[src/inst_freq_demod_smoother_core_assert.svh]
// Assertion macros used by the demodulator back end.
// Needs clk and rst in the scope where a macro is used.
`ifndef INST_FREQ_DEMOD_SMOOTHER_CORE_ASSERT_SVH
`define INST_FREQ_DEMOD_SMOOTHER_CORE_ASSERT_SVH

// Condition holds at every clock edge out of reset
`define IFD_ASSERT_NOW(label, cond, msg) \
  label: assert property (@(posedge clk) disable iff (rst) (cond)) else $error(msg);

// Consequent holds in the same cycle as the antecedent
`define IFD_ASSERT_IMP(label, ante, cons, msg) \
  label: assert property (@(posedge clk) disable iff (rst) (ante) |-> (cons)) \
    else $error(msg);

// Consequent holds in the cycle after the antecedent
`define IFD_ASSERT_NXT(label, ante, cons, msg) \
  label: assert property (@(posedge clk) disable iff (rst) (ante) |=> (cons)) \
    else $error(msg);

`endif

[src/ifd_queue.sv]
// Two-entry queue between the front and back ends.
// Depends on nothing but its width parameter.
module ifd_queue #(
  parameter int W = 8
) (
  input  logic         clk,
  input  logic         rst,
  input  logic         push_valid,
  output logic         push_ready,
  input  logic [W-1:0] push_data,
  output logic         pop_valid,
  input  logic         pop_ready,
  output logic [W-1:0] pop_data
);

  logic [W-1:0] entry [2];
  logic       wr_ptr, rd_ptr;
  logic [1:0] count;
  logic       do_push, do_pop;

  assign push_ready = count != 2'd2;
  assign pop_valid  = count != 2'd0;
  assign pop_data   = entry[rd_ptr];
  assign do_push    = push_valid && push_ready;
  assign do_pop     = pop_valid && pop_ready;

  // Store pushed items
  always_ff @(posedge clk) begin
    if (do_push) begin
      entry[wr_ptr] <= push_data;
    end
  end

  // Pointers and fill level
  always_ff @(posedge clk) begin
    if (rst) begin
      wr_ptr <= 1'b0;
      rd_ptr <= 1'b0;
      count  <= 2'd0;
    end else begin
      if (do_push) wr_ptr <= ~wr_ptr;
      if (do_pop)  rd_ptr <= ~rd_ptr;
      count <= count + {1'b0, do_push} - {1'b0, do_pop};
    end
  end

endmodule

[config.mk]
export PLATFORM = sky130hd
export DESIGN_NAME = ifd_queue
export DESIGN_NICKNAME = d
export VERILOG_FILES = /design/src/inst_freq_demod_smoother_core_assert.svh /design/src/ifd_queue.sv
export SDC_FILE = /design/constraint.sdc
export NUM_CORES = 1
export LEC_CHECK = 0
export CAP_MARGIN = 15
export CORE_MARGIN = 5
export CORE_UTILIZATION = 40
export CTS_CLUSTER_SIZE = 30
export DETAILED_ROUTE_END_ITERATION = 7
export DONT_BUFFER_PORTS = 1
export SLEW_MARGIN = 25
export SYNTH_ARGS = -nofsm -noshare
export SYNTH_HDL_FRONTEND = slang
export SYNTH_SLANG_ARGS = --single-unit
[constraint.sdc]
create_clock -name clk -period 3.4 [get_ports clk]
set_input_delay 0.68 -clock clk [delete_from_list [all_inputs] [get_ports clk]]
set_output_delay 0.68 -clock clk [all_outputs]
set_load 0.01 [all_outputs]
# ---- After elaboration in Yosys (flattened, before gate mapping)
# Memories as Yosys holds them, arrays and structs flattened. A register that Yosys moved wholly into a read port is not among the register bits.
# Index checks and enable logic that the tools add are counted.
# W data, S select, Z words.
dict set report totals {
  reg_bits 4
  mem_bits_rw 16
  out_inout_bits 10
  word_cells 16
  mem_count 1
}
dict set report op_classes {
  addsub 2
  eq_ne 1
  n_mux 4
  n_bitwise 2
  n_reduce_logical 3
}
# memory depth width read_ports rd_clocked_by_memory_dff write_ports line
set mem_list {}
lappend mem_list {entry 2 8 1 1 1 ifd_queue.sv:16} ;# logic [W-1:0] entry [2];
# op n
set ops {}
lappend ops {{$mux W1} 4}
lappend ops {{$add A2 B1 Y2} 1}
lappend ops {{$logic_and A1 B1 Y1} 2}
lappend ops {{$ne A2 B2 Y1 const B} 1}
lappend ops {{$not A1 Y1} 2}
lappend ops {{$reduce_bool A2 Y1} 1}
lappend ops {{$sub A2 B1 Y2} 1}

# ---- Depth between registers and ports, before layout
# Gate-level depths: netlist of the first run.
dict set report depth {
  depth_word 4
  mapped_depth 8
  ltp_nobuf 8
}

# ---- Worst setup path after synthesis of the first run
# OpenSTA, ideal clock, no wires.
dict set report synth_path {
  path_kind {input-to-reg}
  start {in pop_ready}
  end {reg count[1]}
  setup_time_ns 0.115
  arrival_time_ns 1.591
  setup_slack_ns 1.694
  cell_stages 7
  cell_sequence {o21a_2 > ha_1 > inv_1 > ha_1 > xor2_1 > xnor2_1 > nor2_1}
}
dict set report synth_via {
  elab_chain_cells 2
}
# element line
set synth_lines {}
lappend synth_lines {{start, declared} ifd_queue.sv:12} ;# input logic pop_ready,
lappend synth_lines {{$logic_and A1 B1 Y1} ifd_queue.sv:25} ;# assign do_pop = pop_valid && pop_ready;
lappend synth_lines {{$sub A2 B1 Y2} ifd_queue.sv:43} ;# count <= count + {1'b0, do_push} - {1'b0, do_pop};
lappend synth_lines {{end signal, assigned} ifd_queue.sv:43}
lappend synth_lines {{end, declared} ifd_queue.sv:18} ;# logic [1:0] count;
# No other way between the ends.
# A chain may end at the register's enable or synchronous reset.

==> results of run 1 <==
sequential cells by signal, indices dropped and copies added, names as in the netlist, named ones only:
signal / count
rd_ptr: 1
entry: 16
wr_ptr: 1
count: 2
per-stage QoR:
stage	hold slack [ns]	power (mW)	instances	area [um^2]
4_1_cts	0.432	0.630	79	868
3_5_place_dp	0.503	0.519	75	842
2_1_floorplan	0.480	0.492	49	813
5_1_grt	0.424	0.660	79	868
3_3_place_gp	0.502	0.515	75	842
6_report	0.447	0.619	79	868
worst paths after layout:
kind | startpoint | end | cells past startpoint
max | flip-flop | pop_data[7] | 1
min reg2reg | rd_ptr | rd_ptr | 2
min | rst | rd_ptr | 1
max reg2reg | count[0] | count[1] | 8
kinds of logic after synthesis:
kind of cell	Yosys count	share of synthesized area, %
buf+inv	2	1.08
simple gates	11	7.23
compound gates	1	1.08
flops	21	71.4
mux	9	12.9
fa+ha+maj	2	3.08
xor+xnor	3	3.23
final cells by class:
| class | instances | area (um^2) |
|---|---|---|
| sequential | 21 | 581 |
| inverter | 1 | 3.75 |
| fill | 191 | 1070 |
| clock buffer | 4 | 26.3 |
| multi-input combinational | 26 | 224 |
| tap | 27 | 33.8 |
metal layers:
layer	up-vias	wire [um]
met5	-	0
met4	0	0
met3	0	103
met2	9	619
met1	180	446
li1	181	-
worst reg2reg max path, cell delays in order, from the launching register on:
cell,delay (ns)
dfxtp_1,0.38
nand2b_2,0.19
nand2_2,0.09
ha_1,0.27
inv_1,0.04
ha_1,0.17
xor2_1,0.16
xnor2_1,0.14
nor2_1,0.06
cells in the final DEF (no fill, tap or decap):
cell	synthesis	layout
edfxtp_1	16	16
mux2_1	8	8
nor2_1	5	5
dfxtp_1	5	5
clkbuf_4	0	3
nor2b_1	2	2
xnor2_1	2	2
ha_1	2	2
o21a_2	1	1
nand2b_2	1	1
nand2_2	1	1
or2_1	1	1
inv_1	1	1
and3_1	1	1
mux2_4	1	1
xor2_1	1	1
clkbuf_1	0	1
where the power goes:
part | internal (mW) | switching [mW] | leakage [nW]
registers | 0.327 | 0.0304 | 0.191
logic | 0.0687 | 0.0826 | 0.106
clock network | 0.0456 | 0.0647 | 0.0150
==> impl_metrics.json, run 1 <==
{
  "clock_skew_ns": 0.00119,
  "maxSlewHeadroom_pct": 52.7,
  "drc": 0,
  "yosysTopAreaCellShare_pct": 59.1,
  "synth_fp_nets": 63,
  "routed_via_density": 4.68,
  "syn_area_per_cell_um2": 16.6,
  "cp_top_family": "flip-flops",
  "crit_path_max_fanout": 8,
  "port_buffers": 0,
  "ir_drop_uv": 428,
  "layout.nets": 67,
  "clk_latency_ns": 0.29,
  "yosysMostFrequentCell": "edfxtp_1",
  "cp-start-kind": "flip-flop",
  "slowest_delay_ns": 0.56,
  "cts.sinks": 21,
  "design.core.area_um2": 1940,
  "synth_ff_type": "edfxtp_1",
  "max-cap-violations": 0,
  "die_h_um": 55.1,
  "routedWlPerCell_um": 14.8,
  "cts_buffers": 3,
  "syn-cell-area_um2": 813,
  "ys_ff_latch": 21,
  "busiest_layer": "met2",
  "fin_crit_ns": 1.95,
  "use_met3_pct": 3.49,
  "cts.root.buffer_cell": "clkbuf_4",
  "antenna_found_initial": 0,
  "post-route-period-util_pct": 57.4,
  "hold_viol": 0,
  "final_util_pct": 44.7,
  "rsz0062_at_grt": "no",
  "tightest_slew_ns": 0.707,
  "cts_max_path_buffers": 2,
  "yosysSeqAreaShare_pct": 71.4,
  "ant_nets": 0,
  "outcome": "finished clean",
  "areaGrowthSynthToFinish_pct": 6.77,
  "met2_usage_pct": 14.0,
  "max_freq_mhz": 513,
  "grt_first_pass_wirelength_um": 1640,
  "leakage_nw": 0.312,
  "r2r_setup_slack_ns": 1.80,
  "dp_slack_ns": 1.64,
  "io_pins": 22,
  "cp_slowest_cell": "dfxtp_1",
  "grt_pass1_vias": 373,
  "n_antenna_cell": 0,
  "power_density_nw_per_um2": 712,
  "holdBufCountCts": 0,
  "synth_top_area_cell": "edfxtp_1",
  "initial_core_util_pct": 41.9,
  "cts_resized": 0,
  "cts_tree": "yes",
  "finalSetupViolCount": 0,
  "grt_max_degree": 12,
  "min_path_type": "in -> reg",
  "drive_gt1_share_pct": 13.5,
  "firstDrtPassIters": 3,
  "ys_warn_count": 0,
  "wirelength_um": 1170,
  "slew_violations": 0,
  "arrival_ns": 1.27,
  "use_met1_pct": 8.05,
  "place.gp.congestion": 0.710,
  "worst_slack_ns": 1.45,
  "syn-instance-count": 49,
  "post_cts_buffers": 0,
  "ys_async_sr_fraction_pct": 0,
  "grt-ovfl-total": 0,
  "row_count": 16,
  "cts_max_level": 1,
  "grt.total_usage_pct": 8.47,
  "chipWidth_um": 55.1,
  "path_cells": "mux2_1",
  "synthTopCellsByCount": "edfxtp_1 (16), mux2_1 (8), dfxtp_1 (5), nor2_1 (5)",
  "ys_types": 16,
  "clk_pin_slew_ns": 0.10,
  "num_vias": 370,
  "detail_route.iter0.violations": 4,
  "synth_edf_count": 16,
  "critPathKind": "reg -> out",
  "dp.final_hpwl_um": 843,
  "die-area_um2": 3030,
  "setup_tns_ns": 0,
  "ys_top_cells_by_area": "edfxtp_1 (59%), dfxtp_1 (12%), mux2_1 (11%)",
  "crit_required_ns": 2.72,
  "end_kind": "output pin",
  "crit_buf_inv": 0
}
No activity file was read; power rests on OpenSTA's default activity.
==> run 2, diff against run 1 <==
Clock period 3.4 ns to 1.9 ns, I/O delays scaled along.
==> impl_metrics.json, run 2 (synthesis results as in run 1) <==
{
  "path_cells": "mux2_1",
  "port_buffers": 0,
  "post_cts_buffers": 0,
  "n_antenna_cell": 0,
  "rr_startpoint": "count[0]",
  "cts_resized": 0,
  "rsz0062_at_grt": "no",
  "tightest_slew_ns": 0.404,
  "clk_pin_slew_ns": 0.11,
  "cts_max_level": 1,
  "layout.nets": 68,
  "grt_pass1_vias": 356,
  "post_dp_cell_area_um2": 850,
  "p_int_uw": 792,
  "ant_nets": 0,
  "mostFrequentLayoutCells": "edfxtp_1 (16), mux2_1 (8), nor2_1 (5), dfxtp_1 (5), clkbuf_4 (3)",
  "hold_viol": 0,
  "slew_violations": 0,
  "dp.final_hpwl_um": 867,
  "cts.sinks": 21,
  "finalSetupViolCount": 0,
  "leakage_nw": 0.319,
  "swShare_pct": 29.5,
  "row_count": 16,
  "clock_skew_ns": 0.00253,
  "crit_buf_inv": 0,
  "fin_hold_ws_ns": 0.136,
  "min_path_type": "in -> reg",
  "largest_register_ffs": 16,
  "cts_max_path_buffers": 2,
  "comb_power_share_pct": 24.6,
  "io_pins": 22,
  "end_kind": "output pin",
  "firstDrtPassIters": 1,
  "place.gp.congestion": 0.710,
  "areaGrowthSynthToFinish_pct": 7.85,
  "maxSlewHeadroom_pct": 73.1,
  "detail_route.iter0.violations": 0,
  "max-cap-violations": 0,
  "arrival_ns": 1.29,
  "crit_path_max_fanout": 8,
  "critPathKind": "reg -> out",
  "holdBufCountCts": 0,
  "power_frac_clock_pct": 18.5,
  "drc": 0,
  "design.core.area_um2": 1940,
  "cts_buffers": 3,
  "post-route-period-util_pct": 87.8,
  "antenna_found_initial": 0,
  "grt-ovfl-total": 0,
  "cts_tree": "yes",
  "num_vias": 373,
  "cp-start-kind": "flip-flop",
  "largestRegisters": "entry: 16 flops, count: 2 flops",
  "cp_slowest_cell": "dfxtp_1",
  "die_h_um": 55.1,
  "clk_latency_ns": 0.29,
  "cp_top_family": "flip-flops",
  "crit_required_ns": 1.52,
  "grt_first_pass_wirelength_um": 1670,
  "power_density_nw_per_um2": 1280,
  "slowest_delay_ns": 0.57,
  "worstHoldStart": "rst",
  "final_common_cell": "edfxtp_1",
  "die-area_um2": 3030,
  "setup_tns_ns": 0,
  "outcome": "finished clean",
  "routedWlPerCell_um": 14.7,
  "grt.total_usage_pct": 8.56,
  "max_freq_mhz": 599,
  "drive_gt1_share_pct": 17.0,
  "fin_area_um2": 877,
  "ir_drop_uv": 572,
  "wirelength_um": 1180,
  "initial_core_util_pct": 41.9,
  "cts.root.buffer_cell": "clkbuf_4",
  "routed_via_density": 4.66,
  "chipWidth_um": 55.1,
  "grt_max_degree": 13,
  "power_switching_uw": 331,
  "pwr-share-seq_pct": 56.9,
  "fin_crit_ns": 1.67,
  "top_register": "entry"
}
[run 2: cell count changes in the layout (fill, tap and decap cells not counted)]
| cell | before | now |
|---|---|---|
| clkbuf_1 | 1 | 0 |
| buf_4 | 0 | 1 |
| clkinv_2 | 0 | 1 |
[run 2: layout make-up]
cell class	instances	area (um^2)
Clock buffer	3	22.5
Fill cell	179	1060
Sequential cell	21	581
Clock inverter	1	5.00
Inverter	1	3.75
Timing Repair Buffer	1	7.51
Tap cell	27	33.8
Multi-Input combinational cell	26	224
[run 2: power by group through the flow]
stage	clock network (mW)	registers, mW	logic, mW
after floorplan	0	0.620	0.260
after detailed placement	0	0.652	0.281
after global placement	0	0.648	0.283
after global routing	0.233	0.649	0.306
final	0.208	0.639	0.276
after CTS	0.214	0.642	0.283
[run 2: metal layers]
metal	routed length [um]	global-route usage (%)	part of all wire, %	vias up
met5	0	0	0	-
met3	97	3.49	8.3	2
li1	-	-	-	182
met4	7	7.29	0.60	0
met1	505	9.88	43	181
met2	564	12.2	48	8
[run 2: through the flow]
stage | instances | util (%) | total power [mW] | setup slack, ns
2_1_floorplan | 49 | - | 0.880 | 0.419
3_3_place_gp | 76 | 43.8 | 0.931 | 0.367
3_5_place_dp | 76 | 43.8 | 0.933 | 0.329
4_1_cts | 80 | 45.2 | 1.14 | 0.194
5_1_grt | 80 | 45.2 | 1.19 | 0.167
6_report | 80 | 45.2 | 1.12 | 0.231
[run 2: path summary, 6_finish.rpt]
check,to,slack (ns),cells past startpoint
worst max register to register,count[1],0.33,8
worst max-delay path,pop_data[7],0.23,1
worst min-delay path,count[0],0.14,1
worst min register to register,flip-flop,0.52,2
==> run 3, diff against run 2 <==
==> constraint.sdc (replaced) <==
create_clock -name clk -period 1.9 [get_ports clk]
set_input_delay 0.38 -clock clk [delete_from_list [all_inputs] [get_ports clk]]
set_output_delay 0.38 -clock clk [all_outputs]
set_load 0.1 [all_outputs]
==> impl_metrics.json, run 3 (synthesis results as in run 1) <==
{
  "cts_tree": "yes",
  "max_freq_mhz": 584,
  "cts.sinks": 21,
  "crit_required_ns": 1.52,
  "top_register": "entry",
  "clk_pin_slew_ns": 0.10,
  "grt_pass1_vias": 457,
  "initial_core_util_pct": 41.9,
  "drive_gt1_share_pct": 30.2,
  "cts_max_path_buffers": 2,
  "design.core.area_um2": 1940,
  "areaGrowthSynthToFinish_pct": 17.1,
  "outcome": "finished clean",
  "n_antenna_cell": 0,
  "path_cells": "mux2_1, buf_4",
  "row_count": 16,
  "grt-ovfl-total": 0,
  "worst_slack_ns": 0.189,
  "rsz0062_at_grt": "no",
  "slowest_delay_ns": 0.45,
  "finalSetupViolCount": 0,
  "clock_skew_ns": 0.00107,
  "cts_buffers": 3,
  "largest_register_ffs": 16,
  "post-route-period-util_pct": 90.0,
  "die-area_um2": 3030,
  "min_path_type": "in -> reg",
  "chipWidth_um": 55.1,
  "final_common_cell": "edfxtp_1",
  "crit_buf_inv": 1,
  "fin_crit_ns": 1.71,
  "num-fill-cells": 191,
  "maxSlewHeadroom_pct": 75.4,
  "multi_input_area_um2": 224,
  "drc": 0,
  "grt_first_pass_wirelength_um": 1960,
  "io_pins": 22,
  "routedWlPerCell_um": 13.3,
  "setup_tns_ns": 0,
  "cp_slowest_cell": "dfxtp_2",
  "max-cap-violations": 0,
  "antenna_found_initial": 0,
  "cp_top_family": "flip-flops",
  "wirelength_um": 1200,
  "clk_latency_ns": 0.29,
  "end_kind": "output pin",
  "arrival_ns": 1.33,
  "crit_path_max_fanout": 8,
  "layout.nets": 78,
  "critPathKind": "reg -> out",
  "routed_via_density": 4.53,
  "grt.total_usage_pct": 9.43,
  "holdBufCountCts": 0,
  "ant_nets": 0,
  "die_h_um": 55.1,
  "cp-start-kind": "flip-flop",
  "detail_route.iter0.violations": 2,
  "mostFrequentLayoutCells": "edfxtp_1 (16), buf_4 (11), mux2_1 (8)",
  "cts.root.buffer_cell": "clkbuf_4",
  "grt_max_degree": 12,
  "hold_viol": 0,
  "dp.final_hpwl_um": 906,
  "register_area_um2": 582,
  "slew_violations": 0,
  "dp_slack_ns": 0.359,
  "largestRegisters": "entry: 16 flops, count: 2 flops",
  "tightest_slew_ns": 0.369,
  "firstDrtPassIters": 2,
  "cts_max_level": 1,
  "num_vias": 408,
  "port_buffers": 0,
  "place.gp.congestion": 0.661
}
-- run 3: changes by cell type in the layout (fill, tap and decap cells not counted) --
cell      before  now
clkbuf_1       0    1
dfxtp_1        5    4
clkinv_2       1    0
buf_4          1   11
dfxtp_2        0    1
-- run 3: layer usage --
metal | up-vias | track usage [%] | wire length (um)
li1 | 203 | - | -
met1 | 195 | 9.59 | 440
met2 | 8 | 15.7 | 634
met3 | 2 | 3.22 | 107
met4 | 0 | 7.29 | 13
met5 | - | 0 | 0
-- run 3: path summary, 6_finish.rpt --
kind	depth (start not counted)	slack [ns]	end	start
worst min register to register	2	0.52	rd_ptr	rd_ptr
worst min-delay path	1	0.14	flip-flop	rst
worst max register to register	8	0.36	count[1]	count[0]
worst max-delay path	2	0.19	pop_data[6]	flip-flop
-- run 3: cell type report --
type,count,area share [%]
timing repair buffer,11,8.67
clock buffer,4,2.76
sequential,21,61.1
tap,27,3.55
multi-input combinational,26,23.5
inverter,1,0.394
-- run 3: what timing repair did --
action	4_1_cts	5_1_grt
setup endpoints to repair	0	8
buffers inserted	0	0
gates resized for setup	0	1
-- run 3: metrics by stage --
stage | std cells | area [um^2] | util (%) | hold slack [ns]
after floorplan | 49 | 813 | - | 0.452
after global placement | 86 | 925 | 47.6 | 0.454
after detailed placement | 86 | 925 | 47.6 | 0.455
after CTS | 90 | 951 | 49.0 | 0.126
after global routing | 90 | 952 | 49.0 | 0.110
final | 90 | 952 | 49.0 | 0.139
Power of run 3 is left out: the tool's default activity adds up to more than one toggle a clock period on the data nets, which glitch-free logic cannot reach.
