<file path="config.mk">
export PLATFORM = sky130hd
export DESIGN_NAME = ifd_back
export DESIGN_NICKNAME = d
export VERILOG_FILES = /design/src/ifd_pkg.sv /design/src/ifd_back.sv
export VERILOG_INCLUDE_DIRS = /design/src /design/src/src
export SDC_FILE = /design/constraint.sdc
export NUM_CORES = 2
export LEC_CHECK = 0
export ABC_CLOCK_PERIOD_IN_PS = 76400
export BUFFER_PORTS_ARGS = -buffer_cell sky130_fd_sc_hd__buf_2
export CAP_MARGIN = 20
export CORE_MARGIN = 2
export CORE_UTILIZATION = 30
export DETAILED_ROUTE_END_ITERATION = 10
export REMOVE_ABC_BUFFERS = 1
export SYNTH_ARGS = -nofsm -noshare
export SYNTH_HDL_FRONTEND = slang
export SYNTH_SLANG_ARGS = --single-unit
</file>
<file path="constraint.sdc">
create_clock -name clk -period 76.4 [get_ports clk]
set_input_delay 15.28 -clock clk [delete_from_list [all_inputs] [get_ports clk]]
set_output_delay 15.28 -clock clk [all_outputs]
set_load 0.1 [all_outputs]
</file>
<file path="src/inst_freq_demod_smoother_core_assert.svh">
// Assertion macros used by the demodulator back end.
// Needs clk and rst in the scope where a macro is used.
`ifndef INST_FREQ_DEMOD_SMOOTHER_CORE_ASSERT_SVH
`define INST_FREQ_DEMOD_SMOOTHER_CORE_ASSERT_SVH

// Condition holds at every clock edge out of reset
`define IFD_ASSERT_NOW(label, cond, msg) \
  label: assert property (@(posedge clk) disable iff (rst) (cond)) else $error(msg);

// Consequent holds in the same cycle as the antecedent
`define IFD_ASSERT_IMP(label, ante, cons, msg) \
  label: assert property (@(posedge clk) disable iff (rst) (ante) |-> (cons)) \
    else $error(msg);

// Consequent holds in the cycle after the antecedent
`define IFD_ASSERT_NXT(label, ante, cons, msg) \
  label: assert property (@(posedge clk) disable iff (rst) (ante) |=> (cons)) \
    else $error(msg);

`endif

</file>
<file path="src/ifd_pkg.sv">
// Shared types, constants and tables of the instantaneous frequency demodulator.
// No dependencies.
package ifd_pkg;

  localparam int PHASE_BITS_DEF    = 16;
  localparam int CORDIC_STAGES_DEF = 16;
  localparam int WORK_W            = 44;

  localparam logic [19:0] INV_GAIN = 20'd636752;
  localparam logic [32:0] AMP_MAX  = 33'h1_FFFF_FFFF;

  localparam logic [14:0] W_EDGE   = 15'd4430;
  localparam logic [14:0] W_NEAR   = 15'd16422;
  localparam logic [14:0] W_CENTRE = 15'd23832;

  typedef enum logic [1:0] {
    REG_BASELINE_X = 2'd0,
    REG_BASELINE_Y = 2'd1,
    REG_SAMPLE_RATE = 2'd2,
    REG_SKIP_COUNT = 2'd3
  } cfg_reg_t;

  typedef enum logic [2:0] {
    F_IDLE, F_PRE, F_ROT, F_MLO, F_MHI, F_SUM, F_PUSH
  } front_state_t;

  typedef enum logic [2:0] {
    B_IDLE, B_MULT, B_UPDATE, B_SEL, B_MAC, B_EMIT
  } back_state_t;

  // Per-item information passed from front to back
  typedef struct packed {
    logic        end_only;
    logic        last;
    logic [32:0] mag;
  } q_info_t;

  // Arctangent of 2^-i as a 32 bit binary angle
  function automatic logic [31:0] atan_entry(input logic [4:0] i);
    logic [31:0] a;
    case (i)
      5'd0:  a = 32'd536870912;
      5'd1:  a = 32'd316933406;
      5'd2:  a = 32'd167458907;
      5'd3:  a = 32'd85004756;
      5'd4:  a = 32'd42667331;
      5'd5:  a = 32'd21354465;
      5'd6:  a = 32'd10679838;
      5'd7:  a = 32'd5340245;
      5'd8:  a = 32'd2670163;
      5'd9:  a = 32'd1335087;
      5'd10: a = 32'd667544;
      5'd11: a = 32'd333772;
      5'd12: a = 32'd166886;
      5'd13: a = 32'd83443;
      5'd14: a = 32'd41722;
      5'd15: a = 32'd20861;
      5'd16: a = 32'd10430;
      5'd17: a = 32'd5215;
      5'd18: a = 32'd2608;
      5'd19: a = 32'd1304;
      5'd20: a = 32'd652;
      5'd21: a = 32'd326;
      5'd22: a = 32'd163;
      5'd23: a = 32'd81;
      default: a = 32'd0;
    endcase
    return a;
  endfunction

  // Smoother weight for one tap
  function automatic logic [14:0] tap_weight(input logic [2:0] tap);
    logic [14:0] w;
    case (tap)
      3'd0, 3'd4: w = W_EDGE;
      3'd1, 3'd3: w = W_NEAR;
      3'd2:       w = W_CENTRE;
      default:    w = 15'd0;
    endcase
    return w;
  endfunction

endpackage

</file>
<file path="src/ifd_back.sv">
// Back end: phase step to frequency, 5-tap smoother and result register.
// Depends on ifd_pkg and the assertion macro header.
`include "inst_freq_demod_smoother_core_assert.svh"
module ifd_back import ifd_pkg::*; #(
  parameter int PHASE_BITS = PHASE_BITS_DEF
) (
  input  logic                  clk,
  input  logic                  rst,
  input  logic                  q_valid,
  output logic                  q_ready,
  input  q_info_t               q_info,
  input  logic [PHASE_BITS-1:0] q_phase,
  input  logic [23:0]           sample_rate_hz,
  output logic                  out_tvalid,
  input  logic                  out_tready,
  output logic [71:0]           out_tdata,
  output logic                  out_tlast
);

  localparam int PROD_W = PHASE_BITS + 25;
  localparam int FS_W   = PROD_W + 8;
  localparam logic signed [FS_W-1:0] HALF = FS_W'(1) <<< (PHASE_BITS - 1);

  back_state_t state, state_next;
  logic [PHASE_BITS-1:0] prev_phase;
  logic [2:0] fill_count;
  logic signed [31:0] freq_window [5];
  logic [32:0] amp_delay [3];
  logic signed [PHASE_BITS-1:0] d;
  logic signed [PROD_W-1:0] prod;
  logic [32:0] mag_r;
  logic last_r, end_r, e2, e1, e0;
  logic [1:0] r;
  logic [2:0] tap;
  logic signed [49:0] acc;

  logic signed [FS_W-1:0] fsum, fsh;
  logic signed [31:0] f;
  logic [2:0] fill_next, v;
  logic signed [3:0] jr;
  logic [2:0] jc;
  logic signed [47:0] mac_prod;
  logic signed [49:0] ysum, ysh;
  logic signed [31:0] ysat;
  logic out_load, pop_end;

  assign fsum = $signed({prod, 8'b0}) + HALF;
  assign fsh  = fsum >>> PHASE_BITS;
  assign f    = fsh[31:0];
  assign fill_next = (fill_count == 3'd0) ? 3'd1 :
                     (fill_count < 3'd4) ? fill_count + 3'd1 : 3'd4;
  assign v = fill_next - 3'd1;

  // Window index for this tap, replicated at both edges
  assign jr = $signed({2'b0, r}) + 4'sd2 - $signed({1'b0, tap});
  assign jc = jr < 4'sd0 ? 3'd0 : (jr > 4'sd4 ? 3'd4 : jr[2:0]);
  assign mac_prod = $signed({1'b0, tap_weight(tap)}) * freq_window[3'd4 - jc];

  // Round and saturate the weighted sum
  assign ysum = acc + 50'sd32768;
  assign ysh  = ysum >>> 16;
  assign ysat = (ysh > 50'sd2147483647) ? 32'sh7FFF_FFFF :
                (ysh < -50'sd2147483648) ? 32'sh8000_0000 : ysh[31:0];

  assign q_ready  = state == B_IDLE;
  assign pop_end  = q_ready && q_valid && q_info.end_only;
  assign out_load = (state == B_EMIT) && (!out_tvalid || out_tready);

  // State register
  always_ff @(posedge clk) begin
    if (rst) begin
      state <= B_IDLE;
    end else begin
      state <= state_next;
    end
  end

  // Next state
  always_comb begin
    state_next = state;
    case (state)
      B_IDLE:   if (q_valid && !q_info.end_only) state_next = B_MULT;
      B_MULT:   state_next = B_UPDATE;
      B_UPDATE: state_next = B_SEL;
      B_SEL:    state_next = (e2 || e1 || e0) ? B_MAC : B_IDLE;
      B_MAC:    if (tap == 3'd4) state_next = B_EMIT;
      B_EMIT:   if (out_load) state_next = B_SEL;
      default:  state_next = B_IDLE;
    endcase
  end

  // Trace control state
  always_ff @(posedge clk) begin
    if (rst) begin
      prev_phase <= '0;
      fill_count <= '0;
    end else begin
      case (state)
        B_IDLE: begin
          if (q_valid) begin
            prev_phase <= q_info.end_only ? '0 : q_phase;
            if (q_info.end_only) fill_count <= '0;
          end
        end
        B_UPDATE: fill_count <= fill_next;
        B_SEL: begin
          if (!(e2 || e1 || e0) && last_r) begin
            fill_count <= '0;
            prev_phase <= '0;
          end
        end
        default: ;
      endcase
    end
  end

  // Frequency, window, smoother datapath
  always_ff @(posedge clk) begin
    case (state)
      B_IDLE: begin
        d      <= $signed(q_phase - prev_phase);
        mag_r  <= q_info.mag;
        last_r <= q_info.last;
      end
      B_MULT: prod <= d * $signed({1'b0, sample_rate_hz});
      B_UPDATE: begin
        if (fill_count != 3'd0) begin
          if (fill_count == 3'd1) begin
            for (int i = 0; i < 5; i++) freq_window[i] <= f;
          end else begin
            for (int i = 0; i < 4; i++) freq_window[i] <= freq_window[i+1];
            freq_window[4] <= f;
          end
          amp_delay[2] <= amp_delay[1];
          amp_delay[1] <= amp_delay[0];
          amp_delay[0] <= mag_r;
        end
        e2 <= v >= 3'd3;
        e1 <= last_r && (v >= 3'd2);
        e0 <= last_r && (v >= 3'd1);
      end
      B_SEL: begin
        acc <= '0;
        tap <= '0;
        if (e2) begin
          r <= 2'd2; e2 <= 1'b0; end_r <= 1'b0;
        end else if (e1) begin
          r <= 2'd1; e1 <= 1'b0; end_r <= 1'b0;
        end else if (e0) begin
          r <= 2'd0; e0 <= 1'b0; end_r <= 1'b1;
        end
      end
      B_MAC: begin
        acc <= acc + 50'(mac_prod);
        tap <= tap + 3'd1;
      end
      default: ;
    endcase
  end

  // Result register
  always_ff @(posedge clk) begin
    if (rst) begin
      out_tvalid <= 1'b0;
    end else if (out_load) begin
      out_tvalid <= 1'b1;
    end else if (out_tready) begin
      out_tvalid <= 1'b0;
    end
  end

  always_ff @(posedge clk) begin
    if (out_load) begin
      out_tdata <= {7'b0, amp_delay[r], ysat};
      out_tlast <= end_r;
    end
  end

  `IFD_ASSERT_NOW(a_fill_range, fill_count <= 3'd4, "fill count beyond four")
  `IFD_ASSERT_IMP(a_load_free, out_load, !out_tvalid || out_tready, "result overwritten")
  `IFD_ASSERT_NXT(a_end_clears, pop_end, fill_count == 3'd0 && prev_phase == '0,
                  "trace end did not clear state")

endmodule

</file>
# After elaboration in Yosys (flattened, before gate mapping)

Memory sizes are Yosys's and may differ from the RTL's. A register that Yosys moved wholly into a read port is not among the register bits.
Index checks and enable logic that the tools add are counted.
Widths: inputs -> output; s select.

Register bits after elaboration: 205
RAM bits: 259
Bits of input ports: 79
Memories: 2

Add/subtract/negate cells: 10
Multiply operators: 2
Order comparisons: 8
Equal/unequal tests: 18
Mux-type cells: 48
Bitwise gates (word level): 5
Reductions and logical operators: 30

Memories:

| name        | words | width | rd ports | clocked after Yosys merged registers in | write ports | RTL line       | RTL |
|---|---|---|---|---|---|---|---|
| freq_window | 5     | 32    | 5        | 0                                       | 5           | ifd_back.sv:27 | `logic signed [31:0] freq_window [5];` |
| amp_delay   | 3     | 33    | 3        | 1                                       | 3           | ifd_back.sv:28 | `logic [32:0] amp_delay [3];` |

Operator list:

| operator               | number |
|---|---|
| $mux 32                | 6 |
| $pmux 50 s2            | 1 |
| $add 50x17->50 const B | 1 |
| $add 50x48->50         | 1 |
| $add 48x17->48 const B | 1 |
| $mul 16x32->48         | 1 |
| $mux 16                | 3 |
| $pmux 15 s3            | 1 |
| $mul 16x25->40         | 1 |
| $gt 34x32->1 const B   | 1 |
| $lt 34x32->1 const B   | 1 |
| $mux 3                 | 11 |
| $pmux 16 s2            | 1 |
| $pmux 3 s6             | 1 |
| $mux 1                 | 17 |
| $sub 16x16->16         | 1 |
| $eq 3x2->1 const B     | 4 |
| $ne 2x2->1 const B     | 6 |
| $eq 3x1->1 const B     | 3 |
| $eq 3x3->1 const B     | 3 |
| $logic_not 3->1        | 3 |
| $pmux 3 s3             | 1 |
| $reduce_and 3->1       | 3 |
| $reduce_bool 3->1      | 3 |
| 22 further kinds       | 46 |

# Logic depth before layout (Yosys ltp)

An unclocked memory read counts as a cell.

Word-level depth: 10
Depth in mapped cells: 42
Gate-level depth less buffers: 36

# Least setup slack after synthesis

OpenSTA, ideal clock, no wires.

Path kind: register -> register
Start: reg fill_count[0]
End: mem freq_window[0][10], data pin
Setup time: 0.254 ns
Arrival: 23.839 ns
Required time: 76.146 ns
Slack: 52.306 ns
Cell stages (with the launch flop): 8
Buffers on the path: 2
Period minus slack after synthesis: 24.094 ns
Cells stage by stage: dfxtp_1 > inv_1 > ha_1 > a211oi_1 > o21ai_1 > clkbuf_1 > clkbuf_1 > o21a_1

RTL lines:

| what                   | RTL line        | RTL |
|---|---|---|
| start, declared        | ifd_back.sv:26  | `logic [2:0] fill_count;` |
| start signal, assigned | ifd_back.sv:105 | `B_UPDATE: fill_count <= fill_next;` |
| end, declared          | ifd_back.sv:27  |  |

# Worst setup path after layout

Start: in sample_rate_hz[2]
End: reg prod[38], data pin

Longest elaborated chain between the ends: 1

Ends and longest elaborated chain:

| what                 | RTL line        | RTL |
|---|---|---|
| start, declared      | ifd_back.sv:13  | `input logic [23:0] sample_rate_hz,` |
| $mul 16x25->40       | ifd_back.sv:125 | `B_MULT: prod <= d * $signed({1'b0, sample_rate_hz});` |
| end signal, assigned | ifd_back.sv:125 |  |
| end, declared        | ifd_back.sv:30  | `logic signed [PROD_W-1:0] prod;` |

No other way between the ends.
A chain may end at the register's enable or synchronous reset.

==> results.md <==
### Logic synthesis
- **ys async rst share** 0%
- **most used flip-flop cell after synthesis** sky130_fd_sc_hd__edfxtp_1
- **sequential-to-total area share from yosys stat** 30.5%
- **synthesis-stage register bit count** 489
- **Syn Inst Count** 4456
- **synth warn** 0
- **synthesized area per cell** 10.6 µm²
- **cell area after synthesis** 0.0474 mm²
- **count of distinct cell types in the synthesized netlist** 80
- **number of flops mapped to enable cells by yosys** 466

### Global route
- **vias in the first global route** 32.3k
- **pin count of the biggest net entering global routing** 182
- **first-pass GRT wire length** 172000 µm
- **antenna violations before repair** 3
- **overall track demand over capacity in global routing** 13.2%
- **total global routing overflow** 0

### Floorplanning
- **die span in x** 402 µm
- **Starting Density** 30.3%
- **DIE HEIGHT** 402 µm
- **core area** 0.157 mm²
- **Rows** 145
- **Die Outline Area** 0.161 mm²
- **number of top-level design ports** 154

### Drt
- **routed via count divided by cell count** 4.54
- **final wirelength** 105000 µm
- **total number of vias** 30.2k
- **Iter 0 DRT Violations** 1862
- **Post-route DRC** 0
- **detailed-routing iteration count for the pre-antenna-repair pass** 6
- **remaining antenna violation count** 0
- **routed wire length per instance** 15.8 µm

### CTS
- **Post-CTS Repair Setup Buffers** 0
- **clock tree from TritonCTS** built
- **CTS max path bufs** 3
- **Clock Sinks** 489
- **clock latency at the later pin of the worst-skew pair** 0.64 ns
- **number of buffers inserted by hold repair at cts** 0
- **clock buffer count from CTS** 55
- **H-tree depth reported by CTS** 2
- **count of instances resized after the clock tree is built** 0
- **Reg clk slew, reported paths** 0.06 ns
- **root buffer cell** sky130_fd_sc_hd__clkbuf_16

### Setup path
- **Crit path largest cell delay** 0.56 ns
- **critical path capture point type** register
- **Worst path most repeated cell** sky130_fd_sc_hd__fa_1
- **kind of critical path** in -> reg
- **startpoint type of the worst setup path** input port
- **Max stage delay cell, worst path** sky130_fd_sc_hd__fa_1
- **maximum fanout along the worst path** 16
- **Critical Path RT** 76.84 ns
- **worst path arrival time** 21.46 ns
- **cells traversed along the worst timing path** buf_2, nand2b_1, fa_1, inv_1, fa_1, fa_1, fa_1, inv_1, fa_1, inv_1, fa_1, ha_1, a21oi_1, o21ai_1, a2111oi_0, o21ai_1, a21oi_1, or3_1, a31oi_1, or4b_1, o311ai_1

### Final layout
- **Net count, final** 5640
- **cell area after layout** 0.0523 mm²
- **layout cells sized above 1** 7.24%
- **FILL cells** 15.8k
- **final core utilization** 33.4%
- **Syn-to-layout area delta** 10.2%
- **footprint of the flip-flops and latches** 0.0145 mm²
- **area used by multi-input combinational logic** 0.0288 mm²

### Outcome
- **status** finished clean

### STA
- **slew margin rel.** 28.7%
- **Final TNS setup** 0 ns
- **RSZ-0062 raised after global routing** no
- **Max Clock Skew** 0.0436 ns
- **fmax** 47.6 MHz
- **final critical-path required period** 21.02 ns
- **Hold Fails Final Rpt** 0
- **final number of setup-violating endpoints** 0
- **crit share post-route** 27.5%
- **Final Slew Violations** 0
- **slew at the pin closest to its max-slew limit** 1.07 ns

### Placed design
- **PortBufs** 146
- **half-perimeter wire length after detailed placement** 83400 µm
- **Final Wtd Congestion** 0.912
- **post-detailed-placement cell area** 0.0505 mm²

### Job
- **max-cap violations** 0

### Min path
- **class of the worst hold path** reg -> reg

synth_stat cells (22+ instances only):
cell type                  instances  share of area (%)
sky130_fd_sc_hd__inv_1           971                7.7
sky130_fd_sc_hd__fa_1            660                 28
sky130_fd_sc_hd__edfxtp_1        466                 30
sky130_fd_sc_hd__nand2_1         382                3.0
sky130_fd_sc_hd__ha_1            357                9.4
sky130_fd_sc_hd__nor2_1          250                2.0
sky130_fd_sc_hd__a21oi_1         143                1.5
sky130_fd_sc_hd__clkbuf_1        137                1.1
sky130_fd_sc_hd__and2_1          136                1.8
sky130_fd_sc_hd__o21a_1          131                2.1
sky130_fd_sc_hd__xnor2_1          93                1.7
sky130_fd_sc_hd__nand2b_1         82                1.1
sky130_fd_sc_hd__o21ai_0          74               0.78
sky130_fd_sc_hd__mux2i_1          70                1.5
sky130_fd_sc_hd__xor2_1           59                1.1
sky130_fd_sc_hd__nand3_1          56               0.59
sky130_fd_sc_hd__o21ai_1          47               0.50
sky130_fd_sc_hd__mux4_2           32                1.5
sky130_fd_sc_hd__and3_1           25               0.33
sky130_fd_sc_hd__a21o_1           23               0.36
sky130_fd_sc_hd__dfxtp_1          23               0.97
sky130_fd_sc_hd__nor2b_1          22               0.29
layer usage:
metal / routed length (µm) / global-route usage, % / vias to the layer above
met5: 24 / 0 / -
met4: 2000 / 3.08 / 4
met3: 6010 / 2.45 / 119
met2: 48800 / 21.6 / 660
met1: 48100 / 18.1 / 15000
li1: - / - / 14300
layout by cell type, fill, tap and decap left out, types with 73 or more instances in the layout:
cell	synthesis	layout
sky130_fd_sc_hd__o21ai_0	74	73
sky130_fd_sc_hd__ha_1	357	357
sky130_fd_sc_hd__nor2_1	250	248
sky130_fd_sc_hd__nand2_1	382	380
sky130_fd_sc_hd__fa_1	660	660
sky130_fd_sc_hd__buf_2	9	146
sky130_fd_sc_hd__edfxtp_1	466	466
sky130_fd_sc_hd__xnor2_1	93	92
sky130_fd_sc_hd__a21oi_1	143	142
sky130_fd_sc_hd__inv_1	971	971
sky130_fd_sc_hd__and2_1	136	136
sky130_fd_sc_hd__o21a_1	131	131
sky130_fd_sc_hd__nand2b_1	82	82
layout make-up:
type / instances / share of cell area, %
diodes: 2 / 0.00958
clock buffers: 67 / 2.72
clock inverters: 31 / 0.532
inverters: 971 / 6.97
multi-input cells: 2845 / 55.1
flip-flops and latches: 489 / 27.7
well taps: 2058 / 4.93
repair buffers: 182 / 2.04
critical path: cells and delay by family:
kind                       cells  cell delay, ns
AOI/OAI and AO/OA              7            1.37
adders and majority gates      7            3.55
buffers and inverters          4            0.39
and+or+nand+nor                3            0.88
state kept, by name, indices dropped and copies added (netlist names), 16 cells and up:
| name | count |
|---|---|
| freq_window | 160 |
| prev_phase | 16 |
| d | 16 |
| acc | 49 |
| amp_delay | 99 |
| prod | 33 |
| out_tdata | 65 |
| mag_r | 33 |
metrics by stage:
stage | cells | setup WS [ns] | hold WS [ns]
after CTS | 6638 | 55.37 | 0.418
after global routing | 6644 | 54.97 | 0.424
after global placement | 6540 | 54.77 | 0.401
final | 6645 | 55.38 | 0.416
after detailed placement | 6540 | 54.69 | 0.405
after floorplan | 4305 | 25.68 | 0.400
cells by family (layout without fill, tap and decap cells):
| family | after synthesis | in the layout | synth area share (%) |
|---|---|---|---|
| buf+inv | 1128 | 1251 | 9.01 |
| flops | 489 | 489 | 30.5 |
| mux | 102 | 102 | 3.00 |
| xor+xnor | 152 | 152 | 2.81 |
| compound gates | 520 | 520 | 7.02 |
| simple gates | 1047 | 1047 | 10.4 |
| fa+ha+maj | 1017 | 1017 | 37.3 |
| other cells | 1 | 9 | 0.00791 |
worst paths after layout:
| path | from | endpoint | slack (ns) | cells past startpoint |
|---|---|---|---|---|
| setup / recovery | sample_rate_hz[2] | prod[38]$_DFFE_PP_ | 55.38 | 21 |
| hold / removal | mag_r[26]$_DFFE_PP_ | amp_delay[0][26]$_DFFE_PP_ | 0.42 | 0 |
| setup reg to reg | r[1]$_SDFFCE_PP1P_ | acc[48]$_SDFFCE_PN0P_ | 64.78 | 36 |
| hold reg to reg | mag_r[26]$_DFFE_PP_ | amp_delay[0][26]$_DFFE_PP_ | 0.42 | 0 |
Power is left out: the tool's default activity adds up to more than one toggle a clock period on the data nets, which glitch-free logic cannot reach.
