$ cat src/inst_freq_demod_smoother_core_assert.svh
// Assertion macros used by the demodulator back end.
// Needs clk and rst in the scope where a macro is used.
`ifndef INST_FREQ_DEMOD_SMOOTHER_CORE_ASSERT_SVH
`define INST_FREQ_DEMOD_SMOOTHER_CORE_ASSERT_SVH

// Condition holds at every clock edge out of reset
`define IFD_ASSERT_NOW(label, cond, msg) \
  label: assert property (@(posedge clk) disable iff (rst) (cond)) else $error(msg);

// Consequent holds in the same cycle as the antecedent
`define IFD_ASSERT_IMP(label, ante, cons, msg) \
  label: assert property (@(posedge clk) disable iff (rst) (ante) |-> (cons)) \
    else $error(msg);

// Consequent holds in the cycle after the antecedent
`define IFD_ASSERT_NXT(label, ante, cons, msg) \
  label: assert property (@(posedge clk) disable iff (rst) (ante) |=> (cons)) \
    else $error(msg);

`endif

$ cat src/ifd_pkg.sv
// Shared types, constants and tables of the instantaneous frequency demodulator.
// No dependencies.
package ifd_pkg;

  localparam int PHASE_BITS_DEF    = 16;
  localparam int CORDIC_STAGES_DEF = 16;
  localparam int WORK_W            = 44;

  localparam logic [19:0] INV_GAIN = 20'd636752;
  localparam logic [32:0] AMP_MAX  = 33'h1_FFFF_FFFF;

  localparam logic [14:0] W_EDGE   = 15'd4430;
  localparam logic [14:0] W_NEAR   = 15'd16422;
  localparam logic [14:0] W_CENTRE = 15'd23832;

  typedef enum logic [1:0] {
    REG_BASELINE_X = 2'd0,
    REG_BASELINE_Y = 2'd1,
    REG_SAMPLE_RATE = 2'd2,
    REG_SKIP_COUNT = 2'd3
  } cfg_reg_t;

  typedef enum logic [2:0] {
    F_IDLE, F_PRE, F_ROT, F_MLO, F_MHI, F_SUM, F_PUSH
  } front_state_t;

  typedef enum logic [2:0] {
    B_IDLE, B_MULT, B_UPDATE, B_SEL, B_MAC, B_EMIT
  } back_state_t;

  // Per-item information passed from front to back
  typedef struct packed {
    logic        end_only;
    logic        last;
    logic [32:0] mag;
  } q_info_t;

  // Arctangent of 2^-i as a 32 bit binary angle
  function automatic logic [31:0] atan_entry(input logic [4:0] i);
    logic [31:0] a;
    case (i)
      5'd0:  a = 32'd536870912;
      5'd1:  a = 32'd316933406;
      5'd2:  a = 32'd167458907;
      5'd3:  a = 32'd85004756;
      5'd4:  a = 32'd42667331;
      5'd5:  a = 32'd21354465;
      5'd6:  a = 32'd10679838;
      5'd7:  a = 32'd5340245;
      5'd8:  a = 32'd2670163;
      5'd9:  a = 32'd1335087;
      5'd10: a = 32'd667544;
      5'd11: a = 32'd333772;
      5'd12: a = 32'd166886;
      5'd13: a = 32'd83443;
      5'd14: a = 32'd41722;
      5'd15: a = 32'd20861;
      5'd16: a = 32'd10430;
      5'd17: a = 32'd5215;
      5'd18: a = 32'd2608;
      5'd19: a = 32'd1304;
      5'd20: a = 32'd652;
      5'd21: a = 32'd326;
      5'd22: a = 32'd163;
      5'd23: a = 32'd81;
      default: a = 32'd0;
    endcase
    return a;
  endfunction

  // Smoother weight for one tap
  function automatic logic [14:0] tap_weight(input logic [2:0] tap);
    logic [14:0] w;
    case (tap)
      3'd0, 3'd4: w = W_EDGE;
      3'd1, 3'd3: w = W_NEAR;
      3'd2:       w = W_CENTRE;
      default:    w = 15'd0;
    endcase
    return w;
  endfunction

endpackage

$ cat src/ifd_front.sv
// Front end: takes items, drops leading samples, runs the iterative CORDIC
// and the split magnitude scaling. Depends on ifd_pkg.
module ifd_front import ifd_pkg::*; #(
  parameter int PHASE_BITS    = PHASE_BITS_DEF,
  parameter int CORDIC_STAGES = CORDIC_STAGES_DEF
) (
  input  logic                  clk,
  input  logic                  rst,
  input  logic                  in_valid,
  output logic                  in_ready,
  input  logic [31:0]           x_sample,
  input  logic [31:0]           y_sample,
  input  logic                  last_in_trace,
  input  logic [31:0]           baseline_x,
  input  logic [31:0]           baseline_y,
  input  logic [7:0]            skip_count,
  output logic                  push_valid,
  input  logic                  push_ready,
  output q_info_t               push_info,
  output logic [PHASE_BITS-1:0] push_phase
);

  localparam int IDX_W = $clog2(CORDIC_STAGES);

  front_state_t state, state_next;
  logic [7:0]  skip_counter;
  logic signed [32:0] xs, ys;
  logic signed [WORK_W-1:0] re, im;
  logic [31:0] z;
  logic [IDX_W-1:0] idx;
  logic        zero_vec, last_r, end_only_r;
  logic [41:0] plo, phi;
  logic [32:0] mag;
  logic [PHASE_BITS-1:0] phase;

  logic signed [WORK_W-1:0] re_s, im_s, re_sh, im_sh;
  logic [WORK_W-1:0] mpos;
  logic [63:0] mtotal;
  logic [35:0] mround;
  logic [32:0] zsum;
  logic        accept, skipping;

  assign accept   = in_valid && in_ready;
  assign skipping = skip_counter < skip_count;
  assign re_s  = $signed({{3{ys[32]}}, ys, 8'b0});
  assign im_s  = $signed({{3{xs[32]}}, xs, 8'b0});
  assign re_sh = re >>> idx;
  assign im_sh = im >>> idx;
  assign mpos  = re[WORK_W-1] ? '0 : re;
  assign mtotal = {phi, 22'b0} + {22'b0, plo} + (64'd1 << 27);
  assign mround = mtotal[63:28];
  assign zsum   = {1'b0, z} + (33'd1 << (31 - PHASE_BITS));

  assign push_info  = '{end_only: end_only_r, last: last_r, mag: mag};
  assign push_phase = phase;

  // State register
  always_ff @(posedge clk) begin
    if (rst) begin
      state <= F_IDLE;
    end else begin
      state <= state_next;
    end
  end

  // Next state and handshake
  always_comb begin
    state_next = state;
    in_ready   = 1'b0;
    push_valid = 1'b0;
    case (state)
      F_IDLE: begin
        in_ready = 1'b1;
        if (accept) begin
          if (!skipping) begin
            state_next = F_PRE;
          end else if (last_in_trace) begin
            state_next = F_PUSH;
          end
        end
      end
      F_PRE: state_next = F_ROT;
      F_ROT: begin
        if (idx == IDX_W'(CORDIC_STAGES - 1)) begin
          state_next = F_MLO;
        end
      end
      F_MLO: state_next = F_MHI;
      F_MHI: state_next = F_SUM;
      F_SUM: state_next = F_PUSH;
      F_PUSH: begin
        push_valid = 1'b1;
        if (push_ready) begin
          state_next = F_IDLE;
        end
      end
      default: state_next = F_IDLE;
    endcase
  end

  // Skip counter: advance while dropping, clear at the end of a trace
  always_ff @(posedge clk) begin
    if (rst) begin
      skip_counter <= '0;
    end else if (accept) begin
      if (last_in_trace) begin
        skip_counter <= '0;
      end else if (skipping) begin
        skip_counter <= skip_counter + 8'd1;
      end
    end
  end

  // Datapath
  always_ff @(posedge clk) begin
    case (state)
      F_IDLE: begin
        if (accept) begin
          last_r     <= last_in_trace;
          end_only_r <= skipping;
          mag        <= '0;
          phase      <= '0;
          xs <= $signed({x_sample[31], x_sample}) - $signed({baseline_x[31], baseline_x});
          ys <= $signed({y_sample[31], y_sample}) - $signed({baseline_y[31], baseline_y});
        end
      end
      F_PRE: begin
        zero_vec <= (xs == '0) && (ys == '0);
        idx      <= '0;
        if (ys[32]) begin
          re <= -re_s;
          im <= -im_s;
          z  <= 32'h8000_0000;
        end else begin
          re <= re_s;
          im <= im_s;
          z  <= '0;
        end
      end
      F_ROT: begin
        idx <= idx + IDX_W'(1);
        if (!im[WORK_W-1]) begin
          re <= re + im_sh;
          im <= im - re_sh;
          z  <= z + atan_entry(5'(idx));
        end else begin
          re <= re - im_sh;
          im <= im + re_sh;
          z  <= z - atan_entry(5'(idx));
        end
      end
      F_MLO: plo <= mpos[21:0] * INV_GAIN;
      F_MHI: phi <= mpos[43:22] * INV_GAIN;
      F_SUM: begin
        if (zero_vec) begin
          mag   <= '0;
          phase <= '0;
        end else begin
          mag   <= (mround > {3'b0, AMP_MAX}) ? AMP_MAX : mround[32:0];
          phase <= zsum[31:32-PHASE_BITS];
        end
      end
      default: ;
    endcase
  end

endmodule

$ cat config.mk
export PLATFORM = sky130hd
export DESIGN_NAME = ifd_front
export DESIGN_NICKNAME = d
export VERILOG_FILES = /design/src/inst_freq_demod_smoother_core_assert.svh /design/src/ifd_pkg.sv /design/src/ifd_front.sv
export SDC_FILE = /design/constraint.sdc
export NUM_CORES = 2
export LEC_CHECK = 0
export ABC_AREA = 0
export BUFFER_PORTS_ARGS = -buffer_cell sky130_fd_sc_hd__buf_2
export CAP_MARGIN = 20
export CORE_UTILIZATION = 35
export CTS_CLUSTER_SIZE = 30
export DETAILED_ROUTE_END_ITERATION = 8
export PLACE_DENSITY = 0.59
export SLEW_MARGIN = 20
export SYNTH_ARGS = -nofsm -noshare
export SYNTH_HDL_FRONTEND = slang
export SYNTH_SLANG_ARGS = --single-unit
$ cat constraint.sdc
create_clock -name clk -period 11.2 [get_ports clk]
set_input_delay 1.68 -clock clk [delete_from_list [all_inputs] [get_ports clk]]
set_output_delay 1.68 -clock clk [all_outputs]
set_load 0.1 [all_outputs]
Yosys cells after proc, flatten, opt, wreduce, memory -nomap -nowiden
Memory sizes are Yosys's and may differ from the RTL's. A register that Yosys moved wholly into a read port is not among the register bits.
Index checks and enable logic that the tools add are counted.
{"block": "totals", "reg_bits": 329, "romBits": 960, "input_bits": 141, "wordCells": 95, "mem_count": 2}
{"name": "(no name shown)", "depth": 16, "word_bits": 30, "rd": 1, "rd_ports_with_merged_regs": 1, "write_ports": 0, "line_no": "ifd_pkg.sv:41", "text": "case (i)"}
{"name": "(no name shown)", "depth": 16, "word_bits": 30, "rd": 1, "rd_ports_with_merged_regs": 1, "write_ports": 0, "line_no": "ifd_pkg.sv:41"}
{"block": "op_classes", "add_sub_neg": 15, "n_mul": 2, "order_cmp": 2, "eq_ne": 11, "shifts": 2, "muxes": 34, "n_reduce_logical": 12}
{"op": "32-bit 2-to-1 mux", "count": 6}
{"op": "44-bit 2-to-1 mux", "count": 4}
{"op": "44-bit one-hot mux with 2 select lines", "count": 2}
{"op": "33-bit 2-to-1 mux", "count": 3}
{"op": "44-bit adder", "count": 2}
{"op": "41-bit negator with 44-bit output", "count": 2}
{"op": "44-bit by 4-bit >>> shifter with 44-bit output", "count": 2}
{"op": "44-bit subtractor", "count": 2}
{"op": "33-bit zero test", "count": 2}
{"op": "33-bit one-hot mux with 2 select lines", "count": 1}
{"op": "32-bit by 32-bit subtractor with 33-bit output", "count": 2}
{"op": "64-bit by 28-bit adder with 64-bit output, second input constant", "count": 1}
{"op": "64-bit by 42-bit adder with 64-bit output", "count": 1}
{"op": "32-bit one-hot mux with 2 select lines", "count": 1}
{"op": "43-bit 2-to-1 mux", "count": 1}
{"op": "22-bit by 16-bit multiplier with 38-bit output, second input constant", "count": 1}
{"op": "21-bit by 16-bit multiplier with 37-bit output, second input constant", "count": 1}
{"op": "36-bit by 33-bit greater-than comparator with 1-bit output, second input constant", "count": 1}
{"op": "32-bit by 16-bit adder with 32-bit output, second input constant", "count": 1}
{"op": "32-bit adder", "count": 1}
{"op": "16-bit 2-to-1 mux", "count": 2}
{"op": "16-bit one-hot mux with 2 select lines", "count": 1}
{"op": "32-bit subtractor", "count": 1}
{"op": "3-bit one-hot mux with 7 select lines", "count": 1}
{"op": "19 further kinds", "count": 36}

Longest topological paths before layout
{"block": "depth", "word_depth": 6, "ltp_mapped": 30}

Worst setup path after synthesis
Ideal clock, no wire load.
{"block": "synth_path", "path_kind": "register to register", "start": "register re[43]", "end": "register phi[37], data pin", "setup_ns": 0.259, "t_arrival_ns": 7.122, "path_slack_ns": 3.819, "stages_incl_launch_ff": 28, "n_path_buf": 4, "synth_period_minus_slack_ns": 7.381, "cell_sequence": "edfxtp_1 clkbuf_1 clkbuf_1 clkbuf_1 clkbuf_1 nand2b_1 inv_1 fa_1 inv_1 fa_1 inv_1 fa_1 fa_1 fa_1 inv_1 fa_1 inv_1 ha_1 a21oi_1 nor2b_1 or3_1 o31a_1 o21ai_0 o31ai_1 o311ai_0 nand2b_1 a21oi_1 xnor2_1"}
{"block": "synth_via", "elab_chain_len": 2}
{"element": "from (decl)", "line_no": "ifd_front.sv:28", "text": "logic signed [WORK_W-1:0] re, im;"}
{"element": "from (signal assigned)", "line_no": "ifd_front.sv:131", "text": "re <= -re_s;"}
{"element": "from (signal assigned)", "line_no": "ifd_front.sv:135", "text": "re <= re_s;"}
{"element": "from (signal assigned)", "line_no": "ifd_front.sv:143", "text": "re <= re + im_sh;"}
{"element": "43-bit 2-to-1 mux", "line_no": "ifd_front.sv:49", "text": "assign mpos = re[WORK_W-1] ? '0 : re;"}
{"element": "21-bit by 16-bit multiplier with 37-bit output", "line_no": "ifd_front.sv:153", "text": "F_MHI: phi <= mpos[43:22] * INV_GAIN;"}
{"element": "to (signal assigned)", "line_no": "ifd_front.sv:153"}
{"element": "to (decl)", "line_no": "ifd_front.sv:32", "text": "logic [41:0] plo, phi;"}
No other way between the ends.
A chain may end at the register's enable or synchronous reset.

Worst setup path in the final report
{"block": "layout_path", "start": "register idx[0]", "end": "register im[40], data pin"}
{"block": "layout_via", "elab_chain_len": 4, "word_cells_on_any_way": 5, "classes_between": "2 x add/sub; 1 x shift; 2 x mux"}
{"element": "from (decl)", "line_no": "ifd_front.sv:30", "text": "logic [IDX_W-1:0] idx;"}
{"element": "from (signal assigned)", "line_no": "ifd_front.sv:141", "text": "idx <= idx + IDX_W'(1);"}
{"element": "44-bit by 4-bit >>> shifter with 44-bit output *", "line_no": "ifd_front.sv:47", "text": "assign re_sh = re >>> idx;"}
{"element": "44-bit subtractor or 44-bit adder (tied branches)", "line_no": "ifd_front.sv:144, ifd_front.sv:148"}
{"element": "44-bit 2-to-1 mux *", "line_no": "ifd_front.sv:142", "text": "if (!im[WORK_W-1]) begin"}
{"element": "44-bit one-hot mux with 2 select lines *", "line_no": "ifd_front.sv:116", "text": "case (state)"}
{"element": "to (signal assigned)", "line_no": "ifd_front.sv:132", "text": "im <= -im_s;"}
{"element": "to (signal assigned)", "line_no": "ifd_front.sv:144", "text": "im <= im - re_sh;"}
{"element": "to (signal assigned)", "line_no": "ifd_front.sv:148", "text": "im <= im + re_sh;"}
{"element": "to (decl)", "line_no": "ifd_front.sv:28"}
Mark *: on every way between the ends. The rest lies on a longest branch, timed or not.

==> metrics.md <==
| Metric | Value |
|---|---|
| Synth Instances | 4708 |
| Status | finished with violations |
| Predominant post-synthesis flop cell | edfxtp_1 |
| First-pass GRT wire length | 186000 microns |
| # hold bufs at CTS | 0 |
| Synth Area in Compound Gates | 15.4% |
| Kind of critical path | register to register |
| Fmax | 123 MHz |
| Reg-to-reg endpoint | im[40] |
| CTS tree | yes |
| Hold path cells | 2 |
| Crit-path slowest cell | buf_4 |
| Max H-tree Level | 2 |
| Post-Synth Simple-Gate Area | 12.7% |
| Multiplexer share of the synthesized area | 7.43% |
| Share of layout cells above drive strength 1 | 10.0% |
| Worst Path Buf+Inv | 2 |
| Ys async rst share | 0% |
| Post-CTS resize count | 0 |
| WHS Endpoint | skip_counter[7] |
| CP Max Fanout | 64 |
| Die ar. | 127000 sq um |
| Seq cells post-synth | 336 |
| Largest net degree at the start of global routing | 76 |
| Failing checks | DRC |
| CTS buffer count | 44 |
| RR Startpoint | idx[0] |
| Largest family of logic cells by synthesized area | adder cells |
| Die extent in y | 356 microns |
| GRT overflow | 0 |
| Drt drc | 20 |
| Critical path depth | 22 |
| RD Place Congestion | 0.972 |
| Final net count | 5752 |
| Fin crit period | 8.16 ns |
| Via count | 34.2k |
| Post-synth design cell area | 43800 sq um |
| Core footprint | 124000 sq um |
| Initial Util | 35.4% |
| Rows | 129 |
| EDFF count, synth | 295 |
| Buffers added on ports | 193 |
| Die Wd | 356 microns |
| Final wirelength | 117000 microns |
| Max_slew headroom | 34.8% |
| Clock Sinks | 336 |
| Post-CTS setup buffers | 0 |
| Post-synthesis adder-cell area fraction | 27.4% |
| CP max stage delay | 0.78 ns |
| Drt wl/cell | 18.1 microns |
| Syn avg cell area | 9.31 sq um |
| Yosys warns | 0 |
| Nature of the critical path endpoint | register |
| DR vias/cell | 5.27 |
| Gr usage total | 18.4% |
| Max-slew violations | 0 |
| Reg clk slew, reported paths | 0.06 ns |
| Cell mode on critical path | a21oi_1 |
| Launch point of the worst path | idx[0] |
| RSZ-0062 raised after global routing | no |
| Clock Skews | 0.0298 ns |
| R2R Setup Slk | 3.04 ns |
| FF-to-FF path depth | 22 |
| Worst-Margin Slew | 0.976 ns |
| Clock Latency Late Sink | 0.61 ns |
| Unique masters post-synth | 90 |
| Top-level I/O count | 194 |
| Setup TNS | 0 ns |
| 1st-iter DRT viols | 2275 |
| Critical Path Start Type | register |
| Number of global-route vias before repair | 33.8k |
| Clock Path Buffers | 3 |
| Hold path start | skip_counter[7] |
| Number of routed nets with antenna violations | 0 |
| CP delay by family, top | compound AO/OA/AOI/OAI gates |
| Area delta synth->final | 9.31% |
| Antenna violations before repair | 2 |
| Min-Delay Path Class | register to register |
| Sequential-to-total area share from yosys stat | 22.1% |
| Final setup viols | 0 |
| DRT Pass-1 Iters | 7 |
| Syn_nets | 5642 |
| Final period utilization | 72.8% |
| Data required, critical path | 11.52 ns |
| Xor/xnor share of the synthesized area | 8.41% |
| DP HPWL | 95400 microns |
| Number of max-cap violations | 0 |
| Final Hold Viols | 0 |
| Root Buffer | clkbuf_16 |
| Worst-path cell chain | buf_4 > buf_4 > mux4_2 > mux2_2 > mux2_2 > a2111oi_2 > nand3_1 > nor3_2 > a21oi_1 > xnor2_1 > ha_1 > a21o_1 > a21oi_1 > a21boi_0 > a221oi_1 > a311oi_1 > o21ai_0 > a21boi_0 > o31ai_1 > o41ai_1 > mux2i_1 > a21oi_1 |
| Worst EP arrival | 8.47 ns |
[worst min-delay path, stage by stage, from the launching register on]
cell	delay (ns)
dfxtp_1	0.35
xor2_1	0.07
nor2_1	0.07
[metal layers]
metal	share of wire, %	global-route usage [%]	wire [microns]	up-vias
met3	4.8	2.56	5650	142
met4	2.8	5.23	3340	0
met5	0	0	0	-
met2	47	30.4	54800	720
li1	-	-	-	16771
met1	46	24.8	53600	16591
[kinds of logic (layout without fill, tap and decap cells)]
logic type	after synthesis	in the layout
and+or+nand+nor	1146	1146
other	0	1
AOI/OAI and AO/OA	1079	1079
DFF	336	336
xor gates and xnor gates	421	421
buffers and inverters	744	886
muxes	189	189
adders and majority gates	793	793
[cells in the final DEF (no fill, tap or decap), drive strengths merged, types with 13 or more instances in the layout]
| master | Yosys | final |
|---|---|---|
| edfxtp | 295 | 295 |
| fa | 279 | 279 |
| nor3 | 80 | 80 |
| nand2b | 66 | 66 |
| xor2 | 139 | 139 |
| or2 | 22 | 22 |
| inv | 581 | 585 |
| or4 | 15 | 15 |
| o21ai | 221 | 221 |
| nor4 | 16 | 16 |
| a21o | 129 | 129 |
| buf | 57 | 227 |
| ha | 514 | 514 |
| nor2 | 354 | 354 |
| a211oi | 26 | 26 |
| and3 | 41 | 41 |
| o21bai | 26 | 26 |
| mux2i | 53 | 53 |
| mux4 | 106 | 106 |
| dfxtp | 41 | 41 |
| nor2b | 60 | 60 |
| xnor2 | 282 | 282 |
| nand4 | 28 | 28 |
| a21oi | 373 | 373 |
| a21boi | 13 | 13 |
| nand2 | 290 | 290 |
| or3 | 37 | 37 |
| clkbuf | 106 | 59 |
| and2 | 45 | 45 |
| o21a | 60 | 60 |
| o31ai | 39 | 39 |
| a31oi | 47 | 47 |
| mux2 | 30 | 30 |
| o211ai | 16 | 16 |
| nand3 | 59 | 59 |
[final cells by class]
cell class / instances / area, sq um
clock inverter: 19 / 188
antenna: 1 / 2.50
timing repair buffer: 227 / 1220
clock buffer: 59 / 1280
sequential: 336 / 9680
inverter: 581 / 2180
tap: 1637 / 2050
multi-input combinational: 3628 / 31300
fill: 12448 / 76100
[synth_stat cells (all sizes together), types with 13 or more instances]
cell    number  area share (%)
mux2i       53             1.2
o21a        60             1.0
nand2      290             2.5
fa         279              13
buf         57            0.70
nand4       28            0.41
nor4        16            0.23
nor2       354             3.0
a211oi      26            0.45
xor2       139             2.8
a21o       129             2.2
dfxtp       41             1.9
a21boi      13            0.22
inv        581             5.0
nor3        80            0.98
a21oi      373             4.3
a31oi       47            0.67
or2         22            0.31
mux4       106             5.4
or3         37            0.56
edfxtp     295              20
o21bai      26            0.45
and3        41            0.60
and2        45            0.64
or4         15            0.27
nand2b      66            0.94
o31ai       39            0.67
o21ai      221             2.5
o211ai      16            0.27
ha         514              15
xnor2      282             5.6
mux2        30            0.77
nor2b       60            0.86
nand3       59            0.70
clkbuf     106            0.91
[stage by stage]
step                      cells  hold slack [ns]  worst slack [ns]  utilization, %  cell area (sq um)
after floorplan            4708            0.483              3.82               -              43800
after global placement     6409            0.519              3.29            37.5              46400
after detailed placement   6409            0.522              3.12            37.5              46400
after CTS                  6487            0.538              3.11            38.6              47900
after global routing       6487            0.565              2.55            38.6              47900
final                      6488            0.527              3.04            38.6              47900
[worst max-delay path by stage]
stage	slack (ns)	to
after floorplan	3.82	phi[37]
after global placement	3.29	phi[37]
after detailed placement	3.12	plo[39]
after CTS	3.11	plo[39]
after global routing	2.55	im[40]
final	3.04	im[40]
[sequential cells by signal (all words and copies together) (netlist names), named ones only]
signal / cells
im: 44
idx: 4
ys: 33
state: 3
last_r: 1
phi: 37
z: 32
re: 44
zero_vec: 1
plo: 16
xs: 33
end_only_r: 1
skip_counter: 8
push_phase: 16
mag: 33
Power is not shown: default switching activity piles up to over one toggle a cycle in this logic, so the estimate is an artifact.
